==> config.mk <==
export PLATFORM = sky130hd
export DESIGN_NAME = double_hashing_table
export DESIGN_NICKNAME = d
export VERILOG_FILES = /design/src/hdl/dht_pkg.sv /design/src/hdl/double_hashing_table.sv
export SDC_FILE = /design/constraint.sdc
export NUM_CORES = 1
export LEC_CHECK = 0
export BUFFER_PORTS_ARGS = -buffer_cell sky130_fd_sc_hd__buf_2
export CAP_MARGIN = 5
export CORE_ASPECT_RATIO = 2
export CORE_UTILIZATION = 67
export DETAILED_ROUTE_END_ITERATION = 16
export HOLD_SLACK_MARGIN = 0.03
export PLACE_DENSITY = 0.85
export SYNTH_ARGS = -nofsm -noshare
export SYNTH_HDL_FRONTEND = slang
export SYNTH_SLANG_ARGS = --single-unit
==> constraint.sdc <==
create_clock -name clk -period 16.8 [get_ports clk]
set_input_delay 0.84 -clock clk [delete_from_list [all_inputs] [get_ports clk]]
set_output_delay 0.84 -clock clk [all_outputs]
set_load 0.01 [all_outputs]
==> src/hdl/dht_pkg.sv <==
// Shared constants, codes, state type and the remainder step of the double hashing table.
// No dependencies; imported by double_hashing_table, dht_checker and the testbench top.
`default_nettype none

package dht_pkg;

	localparam int MAX_SLOTS = 16;
	localparam int KEY_WIDTH = 32;

	localparam int IDX_W     = $clog2(MAX_SLOTS);
	localparam int SIZE_W    = IDX_W + 1;
	localparam int CFG_W     = 5;
	localparam int HASH_PRIME = 7;
	// remainder width that covers both the slot modulus and the prime
	localparam int RES_W     = (IDX_W > 3) ? IDX_W : 3;
	localparam int MOD_W     = RES_W + 1;
	localparam int MAG_STEPS = KEY_WIDTH / 2;
	localparam int CNT_W     = $clog2((MAG_STEPS > MAX_SLOTS) ? MAG_STEPS : MAX_SLOTS);

	localparam int ADDR_W = 3;
	localparam int DATA_W = 32;
	localparam logic REG_TABLE_SIZE = 1'b0;
	localparam logic [CFG_W-1:0] SIZE_RESET = CFG_W'(11);

	localparam logic [1:0] OP_INSERT = 2'd0;
	localparam logic [1:0] OP_SEARCH = 2'd1;
	localparam logic [1:0] OP_DELETE = 2'd2;

	localparam logic [1:0] TAG_EMPTY = 2'd0;
	localparam logic [1:0] TAG_USED  = 2'd1;
	localparam logic [1:0] TAG_GONE  = 2'd2;

	localparam logic [2:0] ST_INSERTED  = 3'd0;
	localparam logic [2:0] ST_FOUND     = 3'd1;
	localparam logic [2:0] ST_NOT_FOUND = 3'd2;
	localparam logic [2:0] ST_DELETED   = 3'd3;
	localparam logic [2:0] ST_FULL      = 3'd4;
	localparam logic [2:0] ST_FAILED    = 3'd5;

	typedef enum logic [1:0] {
		S_IDLE,
		S_HASH,
		S_STEP,
		S_PROBE
	} state_t;

	// One radix-4 remainder step: (r*4 + b) mod m, valid while r < m.
	function automatic logic [RES_W-1:0] mod_step(input logic [RES_W-1:0] r,
			input logic [1:0] b, input logic [MOD_W-1:0] m);
		logic [RES_W+1:0] v;
		logic [RES_W+1:0] m1;
		logic [RES_W+1:0] m2;
		v  = {r, b};
		m1 = (RES_W + 2)'(m);
		m2 = {m, 1'b0};
		if (v >= m2) begin
			v = v - m2;
		end
		if (v >= m1) begin
			v = v - m1;
		end
		return v[RES_W-1:0];
	endfunction

endpackage

`default_nettype wire

==> src/hdl/double_hashing_table.sv <==
// Open-addressing hash table with double hashing, slot tags in flops, keys in a slot array.
// Depends on dht_pkg (constants, codes, state type, remainder step).
//
// Channel   Direction  Handshake                    Payload
// request   in         start & !busy                operation, key
// result    out        done (one-cycle strobe)      status
// config    in         psel & penable & pwrite      paddr, pwdata (table_size), prdata
//
// A request answered at once (full table, unused code) never raises busy; done pulses in
// the cycle after its transfer. Any other holds busy for the remainder pass, the step
// reduction and 1 up to the effective size (at most MAX_SLOTS) probes, then done pulses.
// The remainder pass runs over the key magnitude in radix-4 digits (mod size and mod 7
// side by side), the step reduction takes the probe step mod size with the same unit,
// and each probe reads one slot. Reset clears all tags to empty at once; no sweep is
// needed. busy is low in the cycle done is high. The receiver cannot stall results.
`default_nettype none

module double_hashing_table (
	input  wire logic                         clk,
	input  wire logic                         arst_n,
	input  wire logic                         start,
	output logic                              busy,
	input  wire logic [1:0]                   operation,
	input  wire logic signed [dht_pkg::KEY_WIDTH-1:0] key,
	output logic                              done,
	output logic [2:0]                        status,
	input  wire logic                         psel,
	input  wire logic                         penable,
	input  wire logic                         pwrite,
	input  wire logic [dht_pkg::ADDR_W-1:0]   paddr,
	input  wire logic [dht_pkg::DATA_W-1:0]   pwdata,
	output logic [dht_pkg::DATA_W-1:0]        prdata,
	output logic                              pready
);
	import dht_pkg::*;

	state_t state_q, state_nxt;
	logic [CNT_W-1:0]     cnt_q;
	logic                 done_q;
	logic [CFG_W-1:0]     size_q;
	logic [SIZE_W-1:0]    live_q;
	logic [1:0]           tags_q [MAX_SLOTS];
	logic [KEY_WIDTH-1:0] keys_q [MAX_SLOTS];

	logic [1:0]           op_q;
	logic [KEY_WIDTH-1:0] key_q;
	logic [KEY_WIDTH-1:0] mag_q;
	logic [RES_W-1:0]     rs_q;
	logic [RES_W-1:0]     r7_q;
	logic [IDX_W-1:0]     idx_q;
	logic [2:0]           status_q;

	logic [SIZE_W-1:0]    eff_s;
	logic [KEY_WIDTH-1:0] key_u;
	logic [KEY_WIDTH-1:0] key_mag;
	logic                 accept;
	logic                 quick;
	logic [2:0]           quick_status;
	logic                 cfg_wr;

	logic [RES_W-1:0]     u_r;
	logic [1:0]           u_b;
	logic [RES_W-1:0]     u_out;
	logic [RES_W-1:0]     r7_nxt;
	logic [2:0]           step;
	logic                 hash_last;

	logic [1:0]           tag_cur;
	logic                 key_hit;
	logic                 probe_last;
	logic                 finish;
	logic [2:0]           fin_status;
	logic                 set_used;
	logic                 set_gone;
	logic [SIZE_W-1:0]    idx_sum;
	logic [IDX_W-1:0]     idx_nxt;

	// ---- configuration port ----
	assign pready = 1'b1;
	assign cfg_wr = psel && penable && pwrite && pready && (paddr[2] == REG_TABLE_SIZE);
	assign prdata = (paddr[2] == REG_TABLE_SIZE) ? DATA_W'(size_q) : '0;

	always_comb begin
		if (size_q == '0) begin
			eff_s = SIZE_W'(1);
		end else if (size_q > CFG_W'(MAX_SLOTS)) begin
			eff_s = SIZE_W'(MAX_SLOTS);
		end else begin
			eff_s = SIZE_W'(size_q);
		end
	end

	// ---- request decode ----
	assign key_u   = key;
	assign key_mag = key_u[KEY_WIDTH-1] ? (~key_u + KEY_WIDTH'(1)) : key_u;
	assign accept  = start && !busy;

	always_comb begin
		quick        = 1'b0;
		quick_status = ST_FULL;
		if (operation != OP_INSERT && operation != OP_SEARCH && operation != OP_DELETE) begin
			quick        = 1'b1;
			quick_status = ST_NOT_FOUND;
		end else if (operation == OP_INSERT && live_q >= eff_s) begin
			quick = 1'b1;
		end
	end

	// ---- shared remainder unit ----
	assign step      = 3'(HASH_PRIME) - r7_q[2:0];
	assign hash_last = (cnt_q == CNT_W'(MAG_STEPS - 1));

	always_comb begin
		if (state_q == S_STEP) begin
			u_r = cnt_q[0] ? rs_q : '0;
			u_b = cnt_q[0] ? step[1:0] : {1'b0, step[2]};
		end else begin
			u_r = rs_q;
			u_b = mag_q[KEY_WIDTH-1 -: 2];
		end
	end

	assign u_out  = mod_step(u_r, u_b, MOD_W'(eff_s));
	assign r7_nxt = mod_step(r7_q, mag_q[KEY_WIDTH-1 -: 2], MOD_W'(HASH_PRIME));

	// ---- probe path ----
	assign tag_cur    = tags_q[idx_q];
	assign key_hit    = (keys_q[idx_q] == key_q);
	assign probe_last = (cnt_q == CNT_W'(eff_s - SIZE_W'(1)));
	assign idx_sum    = SIZE_W'(idx_q) + SIZE_W'(rs_q[IDX_W-1:0]);
	assign idx_nxt    = (idx_sum >= eff_s) ? IDX_W'(idx_sum - eff_s) : IDX_W'(idx_sum);

	// ---- next state ----
	always_comb begin
		state_nxt = state_q;
		unique case (state_q)
			S_IDLE: begin
				if (accept && !quick) begin
					state_nxt = S_HASH;
				end
			end
			S_HASH: begin
				if (hash_last) begin
					state_nxt = S_STEP;
				end
			end
			S_STEP: begin
				if (cnt_q[0]) begin
					state_nxt = S_PROBE;
				end
			end
			S_PROBE: begin
				if (finish) begin
					state_nxt = S_IDLE;
				end
			end
			default: state_nxt = S_IDLE;
		endcase
	end

	// ---- outputs of the sequencer ----
	always_comb begin
		busy       = (state_q != S_IDLE);
		finish     = 1'b0;
		fin_status = ST_NOT_FOUND;
		set_used   = 1'b0;
		set_gone   = 1'b0;
		unique case (state_q)
			S_PROBE: begin
				if (op_q == OP_INSERT) begin
					if (tag_cur == TAG_EMPTY) begin
						finish     = 1'b1;
						set_used   = 1'b1;
						fin_status = ST_INSERTED;
					end else if (probe_last) begin
						finish     = 1'b1;
						fin_status = ST_FAILED;
					end
				end else if (tag_cur == TAG_USED && key_hit) begin
					finish = 1'b1;
					if (op_q == OP_DELETE) begin
						set_gone   = 1'b1;
						fin_status = ST_DELETED;
					end else begin
						fin_status = ST_FOUND;
					end
				end else if (tag_cur == TAG_EMPTY || probe_last) begin
					finish     = 1'b1;
					fin_status = ST_NOT_FOUND;
				end
			end
			default: begin
			end
		endcase
	end

	assign done   = done_q;
	assign status = status_q;

	// ---- control registers ----
	always_ff @(posedge clk or negedge arst_n) begin
		if (!arst_n) begin
			state_q <= S_IDLE;
			cnt_q   <= '0;
			done_q  <= 1'b0;
			size_q  <= SIZE_RESET;
			live_q  <= '0;
			for (int i = 0; i < MAX_SLOTS; i++) begin
				tags_q[i] <= TAG_EMPTY;
			end
		end else begin
			state_q <= state_nxt;
			cnt_q   <= (state_nxt != state_q) ? '0 : cnt_q + CNT_W'(1);
			done_q  <= (accept && quick) || finish;
			if (cfg_wr) begin
				size_q <= pwdata[CFG_W-1:0];
			end
			if (set_used) begin
				tags_q[idx_q] <= TAG_USED;
				live_q        <= live_q + SIZE_W'(1);
			end
			if (set_gone) begin
				tags_q[idx_q] <= TAG_GONE;
				if (live_q != '0) begin
					live_q <= live_q - SIZE_W'(1);
				end
			end
		end
	end

	// ---- datapath registers ----
	always_ff @(posedge clk) begin
		if (accept) begin
			op_q     <= operation;
			key_q    <= key_u;
			mag_q    <= key_mag;
			rs_q     <= '0;
			r7_q     <= '0;
			status_q <= quick_status;
		end
		if (state_q == S_HASH) begin
			mag_q <= {mag_q[KEY_WIDTH-3:0], 2'b00};
			rs_q  <= u_out;
			r7_q  <= r7_nxt;
			if (hash_last) begin
				idx_q <= u_out[IDX_W-1:0];
			end
		end
		if (state_q == S_STEP) begin
			rs_q <= u_out;
		end
		if (state_q == S_PROBE) begin
			idx_q <= idx_nxt;
			if (finish) begin
				status_q <= fin_status;
			end
		end
		if (set_used) begin
			keys_q[idx_q] <= key_q;
		end
	end

	// ---- assertions ----
	a_done_idle: assert property (@(posedge clk) disable iff (!arst_n)
		done_q |-> !busy)
		else $error("result strobe while a request is still in work");

	a_live_bound: assert property (@(posedge clk) disable iff (!arst_n)
		live_q <= SIZE_W'(MAX_SLOTS))
		else $error("live count above slot count");

	a_probe_range: assert property (@(posedge clk) disable iff (!arst_n)
		(state_q == S_PROBE) |-> (SIZE_W'(idx_q) < eff_s && SIZE_W'(rs_q) < eff_s))
		else $error("probe index or step outside table size");

	a_live_on_done: assert property (@(posedge clk) disable iff (!arst_n)
		!$stable(live_q) |-> done_q)
		else $error("live count changed without a result transfer");

	a_hash_to_step: assert property (@(posedge clk) disable iff (!arst_n)
		(state_q == S_HASH && hash_last) |=> (state_q == S_STEP && cnt_q == '0))
		else $error("remainder pass did not hand over to step reduction");

endmodule

`default_nettype wire

==> metrics.txt <==
status completed; worst skew pair latency 0.59 ns; dpl hpwl 41.6 mm; Clock transition at path regs 0.08 ns; Async SR Flop Fraction 7.59%; critical-path cell list buf_4 -> and2_1 -> a221oi_1 -> a211o_1 -> o211ai_1 -> nand3_1 -> nor4_2 -> nand4_2 -> nor4_4 -> a21oi_1; GR Overflow Total 0; layout cell share with drive strength beyond 1 19.3%; die area 0.0428 mm²; gr usage total 34.6%; clk buf depth 3; synth top area cells edfxtp_1 (63%), mux4_2 (8.5%), dfrtp_1 (4.1%), mux2i_1 (3.1%), mux2_2 (1.6%); Mapped Area 0.0281 mm²; delay-heaviest family, CP simple AND/OR/NAND/NOR gates; Final setup viols 0; number of max-cap violations 0; Post-Layout Cell Count 2,343; skew final 0.0287 ns; die extent in y 292 µm; Fin. Hold Viols 0; Syn-to-layout area delta 8.79%; vias in the first global route 17,100; largest net degree at the start of global routing 60; worst-path fanout max 55; cell count after synthesis 1,706; DRT Pass-1 Iters 7; Filler cells 2,301; synth unique cells 81; Avg Cell Area, Syn 16.5 µm²; synthesized flop and latch total 646; r2r setup slk 11.33 ns; Clock H-tree levels 2; post_cts resized 0; Setup Buffers After CTS 0; VDD IR max 209 µV; IO Pins 113; Std-Cell Rows 105; vias 16,500; Final ANT Viol Nets 0; first-pass GRT wire length 106 mm; Fin Hold WS 0.361 ns; leading area contributor after synthesis edfxtp_1; Slew HR 23.1%; final net count 1,878; Hold Buf Count CTS 0; area occupied by multi-input gates 0.00851 mm²; fin crit period 5.48 ns; Slew @ Worst Pin 1.15 ns; Critical Path Source Type flip-flop; period utilisation layout 32.6%; commonest non-fill, non-tap cell in the layout edfxtp_1; Reg area 0.0191 mm²; PwrDens 170 mW/mm²; core area 0.0413 mm²; commonest cells after routing, fill and taps aside edfxtp_1 (588), mux4_2 (106), mux2i_1 (87); EDFF count, synth 588; Main synth FF type edfxtp_1; worst min path class primary input to async pin; Die W 147 µm; P_leak 0.0107 µW; fmax 183 MHz; Worst Path Required 17.25 ns; vias per cell 7.05; cell total after placement 2,251; RSZ-0062 raised after global routing no; Placed Area 0.0289 mm²; post-route cell area 0.0306 mm²; WP buf/inv 1; synth warn 0; final setup TNS 0 ns; CP endpoint kind flip-flop; Starting DRT DRC Count 2,309; CTS Buf Count 50; final RePlAce weighted congestion 0.917; Crit Path Class flip-flop to flip-flop; total clock sinks 646; initial antenna violation count 1; port buffer count 55; Pins Over Slew Limit 0; Starting Density 68.1%; Seq/Total Area, Yosys 67.8%; slowest stage delay, CP 0.86 ns; slowest CP cell dfxtp_4; area share of the largest cell type after synthesis 62.8%; CTS tree built; WL per Instance 30.6 µm; Pwr Total 5180 µW; CTS Root Cell clkbuf_16; Remaining DRCs 0; Post-Route WL 71.7 mm; arrival time at the worst endpoint 5.93 ns
## registers in the layout, indices dropped and copies added, names as in the netlist, 5 cells and up, named ones only
register / cells
mag_q: 32
key_q: 32
tags_q: 32
live_q: 5
keys_q: 512
size_q: 5
## through the flow
step	worst slack [ns]	utilization, %
2_1_floorplan	11.49	-
3_3_place_gp	11.55	70.1
3_5_place_dp	11.49	70.1
4_1_cts	11.45	74.1
5_1_grt	11.11	74.1
6_report	11.33	74.1
## cell type report
type	count	share of cell area, %
antenna	2	0.0164
clock buffer	58	4.29
clock inverter	32	1.17
inverter	37	0.454
multi-input combinational	948	27.8
sequential	646	62.4
tap	535	2.19
timing repair buffer	85	1.64
## synth_stat cells (4+ instances only)
cell type,number
inv_1,36
mux2i_1,87
buf_6,7
o21ai_0,56
ha_1,31
o211ai_1,9
a21oi_1,42
o22ai_1,18
nand3b_1,4
o31ai_1,9
fa_1,4
xor2_1,42
clkbuf_1,28
edfxtp_1,588
or4_1,7
dfrtp_1,46
a22o_1,6
mux4_2,106
buf_4,36
xnor2_1,41
nor4_1,8
buf_1,6
nor3b_1,4
a221oi_1,23
a211oi_1,4
nand4_1,14
nor3_1,19
buf_2,24
nand3_1,17
mux2_2,39
nor2_1,69
o2111ai_1,4
or3_1,11
nand2_1,86
nor2b_1,29
dfxtp_1,9
and2_1,12
nand2b_1,16
a21o_1,30
or2_2,10
## where the power goes
group / switching [µW] / internal, µW
combinational: 1060 / 776
clock: 565 / 659
sequential: 195 / 1930
total: 1820 / 3370
## final timing paths
| kind | startpoint | end | cells past startpoint |
|---|---|---|---|
| setup / recovery | flip-flop | tags_q[30] | 10 |
| hold / removal | arst_n | tags_q[30] | 2 |
| setup reg to reg | flip-flop | tags_q[30] | 10 |
| hold reg to reg | tags_q[9] | tags_q[9] | 1 |
| max in group asynchronous | arst_n | size_q[2] | 2 |
| min in group clk | operation[1] | op_q[1] | 1 |
## kinds of logic after synthesis
family	synth area share, %
DFF	67.8
and+or+nand+nor	6.09
AOI/OAI and AO/OA	5.83
muxes	13.3
buffers and inverters	2.62
xor gates and xnor gates	2.59
adders and majority gates	1.67
other	0.0267
## metal layers
| metal | GRT usage (%) | up-vias | wire (µm) |
|---|---|---|---|
| met4 | 23.7 | 0 | 5550 |
| met1 | 39.8 | 8235 | 22400 |
| met3 | 4.66 | 301 | 6470 |
| met5 | 0 | - | 0 |
| met2 | 59.8 | 1200 | 37300 |
| li1 | - | 6778 | - |
No activity file was read; power rests on OpenSTA's default activity.
